<file path="config.mk">
export PLATFORM = sky130hd
export DESIGN_NAME = grgdm_mix_flat
export DESIGN_NICKNAME = d
export VERILOG_FILES = /design/src/sv/grgdm_pkg.sv /design/src/sv/grgdm_out_if.sv /design/src/sv/grgdm_mix.sv /design/src/flat_wrapper.sv
export SDC_FILE = /design/constraint.sdc
export NUM_CORES = 2
export LEC_CHECK = 0
export BUFFER_PORTS_ARGS = -buffer_cell sky130_fd_sc_hd__buf_2
export CAP_MARGIN = 20
export CORE_ASPECT_RATIO = 0.8
export CORE_MARGIN = 4
export CORE_UTILIZATION = 54
export CTS_CLUSTER_DIAMETER = 60
export DETAILED_ROUTE_END_ITERATION = 10
export PLACE_DENSITY = 0.71
export SLEW_MARGIN = 20
export SYNTH_ARGS = -nofsm -noshare
export SYNTH_HDL_FRONTEND = slang
export SYNTH_SLANG_ARGS = --single-unit
</file>
<file path="constraint.sdc">
create_clock -name clk_i -period 12.2 [get_ports clk_i]
set_input_delay 1.22 -clock clk_i [delete_from_list [all_inputs] [get_ports clk_i]]
set_output_delay 1.22 -clock clk_i [all_outputs]
set_load 0.005 [all_outputs]
</file>
<file path="src/sv/grgdm_pkg.sv">
// Shared types and constants for the gain ramp / growing delay mixer.
// No dependencies; the design files refer to it by scoped names, the testbench files import it.
package grgdm_pkg;

  localparam int unsigned DELAY_DEPTH_DEF    = 65536;
  localparam int unsigned GAIN_FRAC_BITS_DEF = 40;

  localparam int unsigned SAMPLE_W     = 16;
  localparam int unsigned COUNT_W      = 32;
  localparam int unsigned MAX_GAIN_W   = 16;
  localparam int unsigned MAX_GAIN_FRAC = 12;
  localparam int unsigned GAIN_STEP_W  = 40;
  localparam int unsigned MAX_DELAY_W  = 16;
  localparam int unsigned DELAY_FRAC_W = 24;
  localparam int unsigned DELAY_ACC_W  = MAX_DELAY_W + DELAY_FRAC_W;

  localparam int unsigned APB_AW = 6;
  localparam int unsigned APB_DW = 64;
  localparam int unsigned REG_IDX_W = 3;

  localparam logic [MAX_GAIN_W-1:0] MAX_GAIN_RST = 16'd4915;

  typedef enum logic [REG_IDX_W-1:0] {
    REG_START_COUNT,
    REG_MAX_GAIN,
    REG_GAIN_STEP,
    REG_MAX_DELAY,
    REG_DELAY_STEP
  } reg_idx_e;

  typedef enum logic [1:0] {
    PH_PASS,
    PH_RAMP,
    PH_MIX
  } phase_e;

  typedef enum logic [1:0] {
    EV_NONE,
    EV_RAMP_START,
    EV_MAX_GAIN,
    EV_FULL_DELAY
  } event_e;

  typedef struct packed {
    phase_e phase;
    event_e ev;
  } tag_t;

endpackage

</file>
<file path="src/sv/grgdm_out_if.sv">
// Result word channel: processed sample with phase and event code.
// Depends on grgdm_pkg.
interface grgdm_out_if;
  logic                                       valid;
  logic                                       ready;
  logic signed [grgdm_pkg::SAMPLE_W-1:0]      out_sample;
  logic [1:0]                                 phase;
  logic [1:0]                                 event_res;

  modport source (output valid, output out_sample, output phase, output event_res,
                  input ready);
  modport sink (input valid, input out_sample, input phase, input event_res,
                output ready);
endinterface

</file>
<file path="src/sv/grgdm_mix.sv">
// Three-stage fixed-point mix: trunc(s + g * f) saturated to 16 bits.
// Split multiply, product sum, truncate/saturate into the output register.
// Depends on grgdm_pkg and grgdm_out_if.
module grgdm_mix #(
  parameter int unsigned GAIN_FRAC_BITS = grgdm_pkg::GAIN_FRAC_BITS_DEF
) (
  input  logic                                  clk_i,
  input  logic                                  rst_ni,
  input  logic                                  valid_i,
  output logic                                  ready_o,
  input  logic signed [grgdm_pkg::SAMPLE_W-1:0] sample_i,
  input  logic signed [grgdm_pkg::SAMPLE_W-1:0] fac_i,
  input  logic [GAIN_FRAC_BITS+3:0]             gain_i,
  input  grgdm_pkg::tag_t                       tag_i,
  grgdm_out_if.source                           out_o
);

  localparam int unsigned SW   = grgdm_pkg::SAMPLE_W;
  localparam int unsigned GW   = GAIN_FRAC_BITS + 4;
  localparam int unsigned GL   = GW / 2;
  localparam int unsigned GH   = GW - GL;
  localparam int unsigned PW   = SW + GW;
  localparam int unsigned WW   = PW - GAIN_FRAC_BITS;
  localparam int unsigned SUMW = WW + 2;

  localparam logic signed [SUMW-1:0] SAT_HI = SUMW'(32767);
  localparam logic signed [SUMW-1:0] SAT_LO = -SUMW'(32768);

  logic adv1, adv2, adv3;
  logic v1_q, v2_q, v3_q;

  // stage 1: magnitude and partial products
  logic                 neg;
  logic [SW-1:0]        mag;
  logic [SW+GL-1:0]     plo_d;
  logic [SW+GH-1:0]     phi_d;
  logic signed [SW-1:0] s1_q;
  logic                 neg1_q;
  grgdm_pkg::tag_t      tag1_q;
  logic [SW+GL-1:0]     plo_q;
  logic [SW+GH-1:0]     phi_q;

  // stage 2: full product
  logic [PW-1:0]        prod_d;
  logic signed [SW-1:0] s2_q;
  logic                 neg2_q;
  grgdm_pkg::tag_t      tag2_q;
  logic [PW-1:0]        prod_q;

  // stage 3: truncate toward zero, saturate
  logic [WW-1:0]          whole;
  logic                   frac;
  logic signed [SUMW-1:0] sx;
  logic signed [SUMW-1:0] wx;
  logic signed [SUMW-1:0] acc;
  logic signed [SW-1:0]   y_d;
  logic signed [SW-1:0]   y_q;
  grgdm_pkg::tag_t        tag3_q;

  assign adv3    = !v3_q || out_o.ready;
  assign adv2    = !v2_q || adv3;
  assign adv1    = !v1_q || adv2;
  assign ready_o = adv1;

  always_comb begin
    neg   = fac_i[SW-1];
    mag   = neg ? (SW'(~fac_i) + SW'(1)) : SW'(fac_i);
    plo_d = (SW+GL)'(mag) * (SW+GL)'(gain_i[GL-1:0]);
    phi_d = (SW+GH)'(mag) * (SW+GH)'(gain_i[GW-1:GL]);
  end

  assign prod_d = {phi_q, {GL{1'b0}}} + PW'(plo_q);

  always_comb begin
    whole = prod_q[PW-1:GAIN_FRAC_BITS];
    frac  = |prod_q[GAIN_FRAC_BITS-1:0];
    sx    = SUMW'(s2_q);
    wx    = signed'(SUMW'(whole));
    acc   = neg2_q ? (sx - wx) : (sx + wx);
    if (frac) begin
      if (!neg2_q && (acc < 0)) begin
        acc = acc + SUMW'(1);
      end else if (neg2_q && (acc > 0)) begin
        acc = acc - SUMW'(1);
      end
    end
    if (acc > SAT_HI) begin
      y_d = SW'(SAT_HI);
    end else if (acc < SAT_LO) begin
      y_d = SW'(SAT_LO);
    end else begin
      y_d = SW'(acc);
    end
  end

  always_ff @(posedge clk_i or negedge rst_ni) begin
    if (!rst_ni) begin
      v1_q <= 1'b0;
      v2_q <= 1'b0;
      v3_q <= 1'b0;
    end else begin
      if (adv1) begin
        v1_q <= valid_i;
      end
      if (adv2) begin
        v2_q <= v1_q;
      end
      if (adv3) begin
        v3_q <= v2_q;
      end
    end
  end

  always_ff @(posedge clk_i) begin
    if (adv1 && valid_i) begin
      s1_q   <= sample_i;
      neg1_q <= neg;
      tag1_q <= tag_i;
      plo_q  <= plo_d;
      phi_q  <= phi_d;
    end
    if (adv2 && v1_q) begin
      s2_q   <= s1_q;
      neg2_q <= neg1_q;
      tag2_q <= tag1_q;
      prod_q <= prod_d;
    end
    if (adv3 && v2_q) begin
      y_q    <= y_d;
      tag3_q <= tag2_q;
    end
  end

  assign out_o.valid      = v3_q;
  assign out_o.out_sample = y_q;
  assign out_o.phase      = tag3_q.phase;
  assign out_o.event_res  = tag3_q.ev;

endmodule

</file>
<file path="src/flat_wrapper.sv">
// flat-port wrapper written by rule: the top's interface ports become plain ports
module grgdm_mix_flat 
#(
  parameter int unsigned GAIN_FRAC_BITS = grgdm_pkg::GAIN_FRAC_BITS_DEF
)
  (clk_i, rst_ni, valid_i, ready_o, sample_i, fac_i, gain_i, tag_i, out_o_valid, out_o_out_sample, out_o_phase, out_o_event_res, out_o_ready);
  grgdm_out_if out_o_i ();
  input  logic clk_i;
  input  logic rst_ni;
  input  logic valid_i;
  output logic ready_o;
  input  logic signed [grgdm_pkg::SAMPLE_W-1:0] sample_i;
  input  logic signed [grgdm_pkg::SAMPLE_W-1:0] fac_i;
  input  logic [GAIN_FRAC_BITS+3:0] gain_i;
  input  grgdm_pkg::tag_t tag_i;
  output wire logic [$bits(out_o_i.valid)-1:0] out_o_valid;
  output wire logic [$bits(out_o_i.out_sample)-1:0] out_o_out_sample;
  output wire logic [$bits(out_o_i.phase)-1:0] out_o_phase;
  output wire logic [$bits(out_o_i.event_res)-1:0] out_o_event_res;
  input wire logic [$bits(out_o_i.ready)-1:0] out_o_ready;
  assign out_o_valid = out_o_i.valid;
  assign out_o_out_sample = out_o_i.out_sample;
  assign out_o_phase = out_o_i.phase;
  assign out_o_event_res = out_o_i.event_res;
  assign out_o_i.ready = out_o_ready;
  grgdm_mix #(.GAIN_FRAC_BITS(GAIN_FRAC_BITS)) u_core (.clk_i(clk_i), .rst_ni(rst_ni), .valid_i(valid_i), .ready_o(ready_o), .sample_i(sample_i), .fac_i(fac_i), .gain_i(gain_i), .tag_i(tag_i), .out_o(out_o_i));
endmodule
</file>
# == Word level (Yosys, flattened, before mapping) ==
# Index checks and enable logic that the tools add are counted.
# totals
ff_bits,201
n_memories,0
romBits,0
output_inout_bits,22
latch_bits,0
mem_bits_rw,0
wordCells,49
# classes
bitwise_logic,1
addsub,6
muxes,6
shift,0
n_div,0
multipliers,2
n_lt_le_gt_ge,4
n_eq_ne,0
n_reduce_logical,13
# op_table
op,n
$mux W22,4
$mul A16 B22 Y38,2
$add A60 B38 Y60,1
$reduce_or A40 Y1,1
$mux W16,2
$add A16 B21 Y22,1
$add A22 B2 Y22 const B,1
$gt A22 B1 Y1 const B,1
$gt A22 B16 Y1 const B,1
$lt A22 B1 Y1 const B,1
$lt A22 B16 Y1 const B,1
$sub A16 B21 Y22,1
$sub A22 B2 Y22 const B,1
$add A16 B2 Y16 const B,1
$not A16 Y16,1
$logic_and A1 B1 Y1,5
$logic_not A1 Y1,4
$logic_or A1 B1 Y1,3

# == Logic depth before layout (Yosys ltp) ==
# logic_depth
word_depth,9
ltp_mapped,33
depth_no_buf,30

# == Least setup slack after synthesis ==
# No wires, ideal clock.
# synth_path
path_kind,input -> register
start,input port fac_i[0] (netlist name)
end,register u_core.plo_q[36] (data pin)
arrival_ps,8383
setup_time_ps,258
required_ps,11942
slack_ps,3559
path_buffers,3
path_stages,32
cell_sequence,clkbuf_1 clkbuf_1 inv_1 ha_1 nand2b_1 xnor2_1 clkbuf_1 nand2_1 fa_1 inv_1 fa_1 inv_1 fa_1 inv_1 fa_1 fa_1 inv_1 fa_1 inv_1 ha_1 a21o_1 a211o_1 o22ai_1 nor2_1 o31ai_1 a21oi_1 o221ai_1 o21ai_0 a21o_1 a31o_2 a21oi_1 xnor2_1
# synth_via
elab_chain_len,4
# synth_rtl
item,line,source
from (decl),flat_wrapper.sv:13,input logic signed [grgdm_pkg::SAMPLE_W-1:0] fac_i;
$not A16 Y16,grgdm_mix.sv:67,mag = neg ? (SW'(~fac_i) + SW'(1)) : SW'(fac_i);
$add A16 B2 Y16,grgdm_mix.sv:67,
$mux W16 *,grgdm_mix.sv:67,
$mul A16 B22 Y38 *,grgdm_mix.sv:68,plo_d = (SW+GL)'(mag) * (SW+GL)'(gain_i[GL-1:0]);
net u_core.plo_d[36],grgdm_mix.sv:35,logic [SW+GL-1:0] plo_d;
to (signal assigned),grgdm_mix.sv:119,plo_q <= plo_d;
to (decl),grgdm_mix.sv:40,logic [SW+GL-1:0] plo_q;
# Mark *: on every way through the listed nets, which the timed path passes. The rest lies on a longest branch.
# A chain may end at the register's enable or synchronous reset.

# == Worst setup path after layout ==
# layout_path
start,input port fac_i[0] (netlist name)
end,register u_core.phi_q[34] (data pin)
# layout_via
elab_chain_len,4
# layout_rtl
item,line,source
$not A16 Y16,grgdm_mix.sv:67,
$add A16 B2 Y16,grgdm_mix.sv:67,
$mux W16 *,grgdm_mix.sv:67,
$mul A16 B22 Y38 *,grgdm_mix.sv:69,phi_d = (SW+GH)'(mag) * (SW+GH)'(gain_i[GW-1:GL]);
net u_core.phi_d[34],grgdm_mix.sv:36,logic [SW+GH-1:0] phi_d;
to (signal assigned),grgdm_mix.sv:120,phi_q <= phi_d;
to (decl),grgdm_mix.sv:41,logic [SW+GH-1:0] phi_q;
# Marks and branches as above.

==> results_tabular.tex <==
\begin{tabular}{lr}
\hline
Metric & Value \\
\hline
\multicolumn{2}{l}{\textbf{Outcome}} \\
\quad Run status & finished clean \\
\multicolumn{2}{l}{\textbf{Detailed routing}} \\
\quad Total Wirelength & 75400 um \\
\quad Number of vias per cell & 5.47 \\
\quad Post-route DRC violation count & 0 \\
\quad DR vias & 23500 \\
\quad First drt pass iteration count & 6 \\
\quad Post-route ant nets & 0 \\
\quad Starting DRC count in detailed routing & 1533 \\
\quad Wire per inst & 17.6 um \\
\multicolumn{2}{l}{\textbf{Setup path}} \\
\quad Required time reported for the critical path endpoint & 12490 ps \\
\quad Max stage delay cell, worst path & xnor2\_2 \\
\quad Worst Setup Start Kind & input port \\
\quad Max Fanout on Critical Path & 24 \\
\quad Type of destination of the critical path & register \\
\quad Data arrival, critical path & 9400 ps \\
\quad Max stage delay on crit path & 770 ps \\
\quad Setup Crit Path Kind & input port to register \\
\multicolumn{2}{l}{\textbf{Yosys}} \\
\quad Number of enable flip-flop cells after synthesis & 198 \\
\quad Synth Warn \# & 0 \\
\quad Post-Synthesis Mean Instance Area & 9.44 um\^{}2 \\
\quad Cell area after technology mapping & 0.0327 mm\^{}2 \\
\quad Post-Syn Instances & 3464 \\
\quad Sequential area share after synthesis & 0.184 \\
\quad Flops \& latches, synth & 201 \\
\quad Primary FF master, synth & edfxtp\_1 \\
\quad Post-synthesis cell type count & 90 \\
\quad Nets in the synthesized netlist & 4368 \\
\quad Synth async-reset ratio & 0.0149 \\
\multicolumn{2}{l}{\textbf{Global route}} \\
\quad GRT Residual Overflow & 0 \\
\quad Antenna violations before repair & 10 \\
\quad Maximum number of pins on one net before global-route repair & 82 \\
\quad Total routing resource utilization after global routing & 0.240 \\
\quad Number of global-route vias before repair & 24300 \\
\quad First-pass GRT wire length & 127000 um \\
\multicolumn{2}{l}{\textbf{Layout}} \\
\quad Proportion of layout cells with a drive suffix above 1 & 0.0649 \\
\quad Leading cell type in the layout, fill and taps excluded & inv\_1 \\
\quad Area Overhead vs Synth & 6.85\% \\
\quad Count of nets after finishing & 4398 \\
\quad Leading cell types in the layout, fill and taps excluded & inv\_1, fa\_1, nand2\_1, and2\_1, ha\_1 \\
\quad Fill cells & 5197 \\
\multicolumn{2}{l}{\textbf{Timing}} \\
\quad Post-route clock period utilization & 0.747 \\
\quad Final Skew & 16.3 ps \\
\quad Unrepaired setup endpoints after global routing & false \\
\quad Final-report max-slew violation count & 0 \\
\quad Setup TNS & 0 ps \\
\quad Fmax & 110 MHz \\
\quad Final setup vio count & 0 \\
\quad Minimum clock period after layout & 9110 ps \\
\quad Setup WS post-layout & 3090 ps \\
\quad Pin slew with the least headroom to its limit & 1010 ps \\
\quad Worst slew margin & 0.322 \\
\quad Final number of hold-violating endpoints & 0 \\
\multicolumn{2}{l}{\textbf{CTS}} \\
\quad Clock latency on the worst-skew pair & 540 ps \\
\quad Number of clock sinks & 201 \\
\quad Number of clock buffers inserted by TritonCTS & 25 \\
\quad Number of post-CTS setup repair buffers & 0 \\
\quad Deepest clock path buffer count & 3 \\
\quad Clock tree root buffer cell & clkbuf\_16 \\
\quad CTS Hold Buffers Added & 0 \\
\quad Reg clk slew, reported paths & 60 ps \\
\quad Htree depth & 1 \\
\quad Cts repair resizes & 0 \\
\quad CTS tree & yes \\
\multicolumn{2}{l}{\textbf{Floorplanning}} \\
\quad Die height & 228 um \\
\quad Standard cell core area & 0.0598 mm\^{}2 \\
\quad Cell row count & 80 \\
\quad I/O pin total & 106 \\
\quad X dimension of the die & 283 um \\
\quad Effective utilization at floorplan & 0.547 \\
\quad Die outline area & 0.0646 mm\^{}2 \\
\multicolumn{2}{l}{\textbf{Place}} \\
\quad Detailed placer's ending HPWL & 60900 um \\
\quad Minimum setup slack after placement & 2710 ps \\
\quad Buffers added on ports & 105 \\
\quad GPL Wtd Cong & 0.902 \\
\multicolumn{2}{l}{\textbf{Worst hold path}} \\
\quad Class of the worst hold path & register to register \\
\multicolumn{2}{l}{\textbf{Run}} \\
\quad Max-cap viol count & 0 \\
\hline
\end{tabular}
area by class of cell:
type / count / area (um^2) / share of cell area
timing repair buffer: 134 / 763 / 0.0218
clock inverter: 18 / 240 / 0.00687
antenna: 3 / 7.51 / 0.000215
sequential: 201 / 6020 / 0.172
inverter: 697 / 2620 / 0.0749
multi-input combinational: 2435 / 23700 / 0.678
tap: 779 / 975 / 0.0279
clock buffer: 27 / 633 / 0.0181
state kept, by name (all words and copies together), names as in the netlist:
name                     flops
u_core.neg1_q                1
u_core.neg2_q                1
u_core.out_o.event_res       2
u_core.out_o.out_sample     16
u_core.out_o.phase           2
u_core.out_o.valid           1
u_core.phi_q                38
u_core.plo_q                38
u_core.prod_q               60
u_core.s1_q                 16
u_core.s2_q                 16
u_core.tag1_q                4
u_core.tag2_q                4
u_core.v1_q                  1
u_core.v2_q                  1
synthesized netlist by cell type (all sizes together) (4+ instances only):
master     n  area share
o21ai     68       0.011
a31oi     17      0.0033
and2     271       0.052
o21bai    12      0.0028
and3      20      0.0038
and4       4      0.0011
ha       262        0.10
a31o       5      0.0013
a32oi      5      0.0013
nor2b     10      0.0019
o21a       8      0.0018
or3       12      0.0023
nand3     23      0.0035
clkbuf   126       0.015
nand4     13      0.0025
xor2      36      0.0096
o41ai      4      0.0016
or4       10      0.0025
nand3b     8      0.0018
buf        5      0.0011
nor4      24      0.0050
nor2     103       0.012
or2        9      0.0019
a211oi     7      0.0016
fa       558        0.34
a21boi     6      0.0014
inv      697       0.080
nand2b    17      0.0033
o2111ai    4      0.0013
a211o      5      0.0014
o211ai     9      0.0022
nor3      32      0.0049
a41oi      4      0.0013
o31ai     11      0.0027
edfxtp   198        0.18
a21oi    103       0.016
nand2    537       0.062
a21o      38      0.0088
xnor2    129       0.035
logic make-up (layout without fill, tap and decap cells):
group	count (synthesis)	count (layout)	synth area share
mux	5	5	0.00161
buf+inv	828	876	0.0956
other cells	0	3	0
compound gates	341	341	0.0697
flops	201	201	0.184
fa+ha+maj	820	820	0.442
simple gates	1104	1104	0.163
xor+xnor	165	165	0.0442
path summary, 6_finish.rpt:
kind | from | to | slack (ps) | cells past startpoint
worst max-delay path | fac_i[0] | u_core.phi_q[34]$_DFFE_PP_ | 3090 | 31
worst max register to register | u_core.neg2_q$_DFFE_PP_ | u_core.out_o.out_sample[4]$_SDFFCE_PN1P_ | 5650 | 16
worst min-delay path | u_core.s1_q[15]$_DFFE_PP_ | u_core.s2_q[15]$_DFFE_PP_ | 410 | 0
min in group asynchronous | rst_ni | u_core.out_o.valid$_DFFE_PN0P_ | 470 | 1
max in group asynchronous | rst_ni | u_core.v2_q$_DFFE_PN0P_ | 11620 | 1
worst min register to register | u_core.s1_q[15]$_DFFE_PP_ | u_core.s2_q[15]$_DFFE_PP_ | 410 | 0
worst max-delay path, delay by kind of cell:
| kind | cells | cell delay (ps) |
|---|---|---|
| adder cells (fa/ha/maj) | 8 | 3530 |
| buffers and inverters | 8 | 1020 |
| XOR/XNOR | 2 | 850 |
| AND/OR/NAND/NOR | 4 | 860 |
| AO/OA/AOI/OAI | 9 | 1900 |
per-stage QoR:
stage	instance area (um^2)	cells	hold WS, ps	utilization
after floorplan	32700	3464	400	-
after global placement	34000	4245	402	0.569
after detailed placement	34000	4245	405	0.569
after CTS	34900	4290	418	0.584
after global routing	34900	4294	421	0.585
final	34900	4294	414	0.585
routing by layer:
| metal | wire, um | track usage |
|---|---|---|
| met2 | 31900 | 0.353 |
| met1 | 35600 | 0.371 |
| met4 | 1300 | 0.0479 |
| met3 | 6450 | 0.0482 |
| met5 | 81 | 0 |
Power is not shown: default switching activity piles up to over one toggle a cycle in this logic, so the estimate is an artifact.
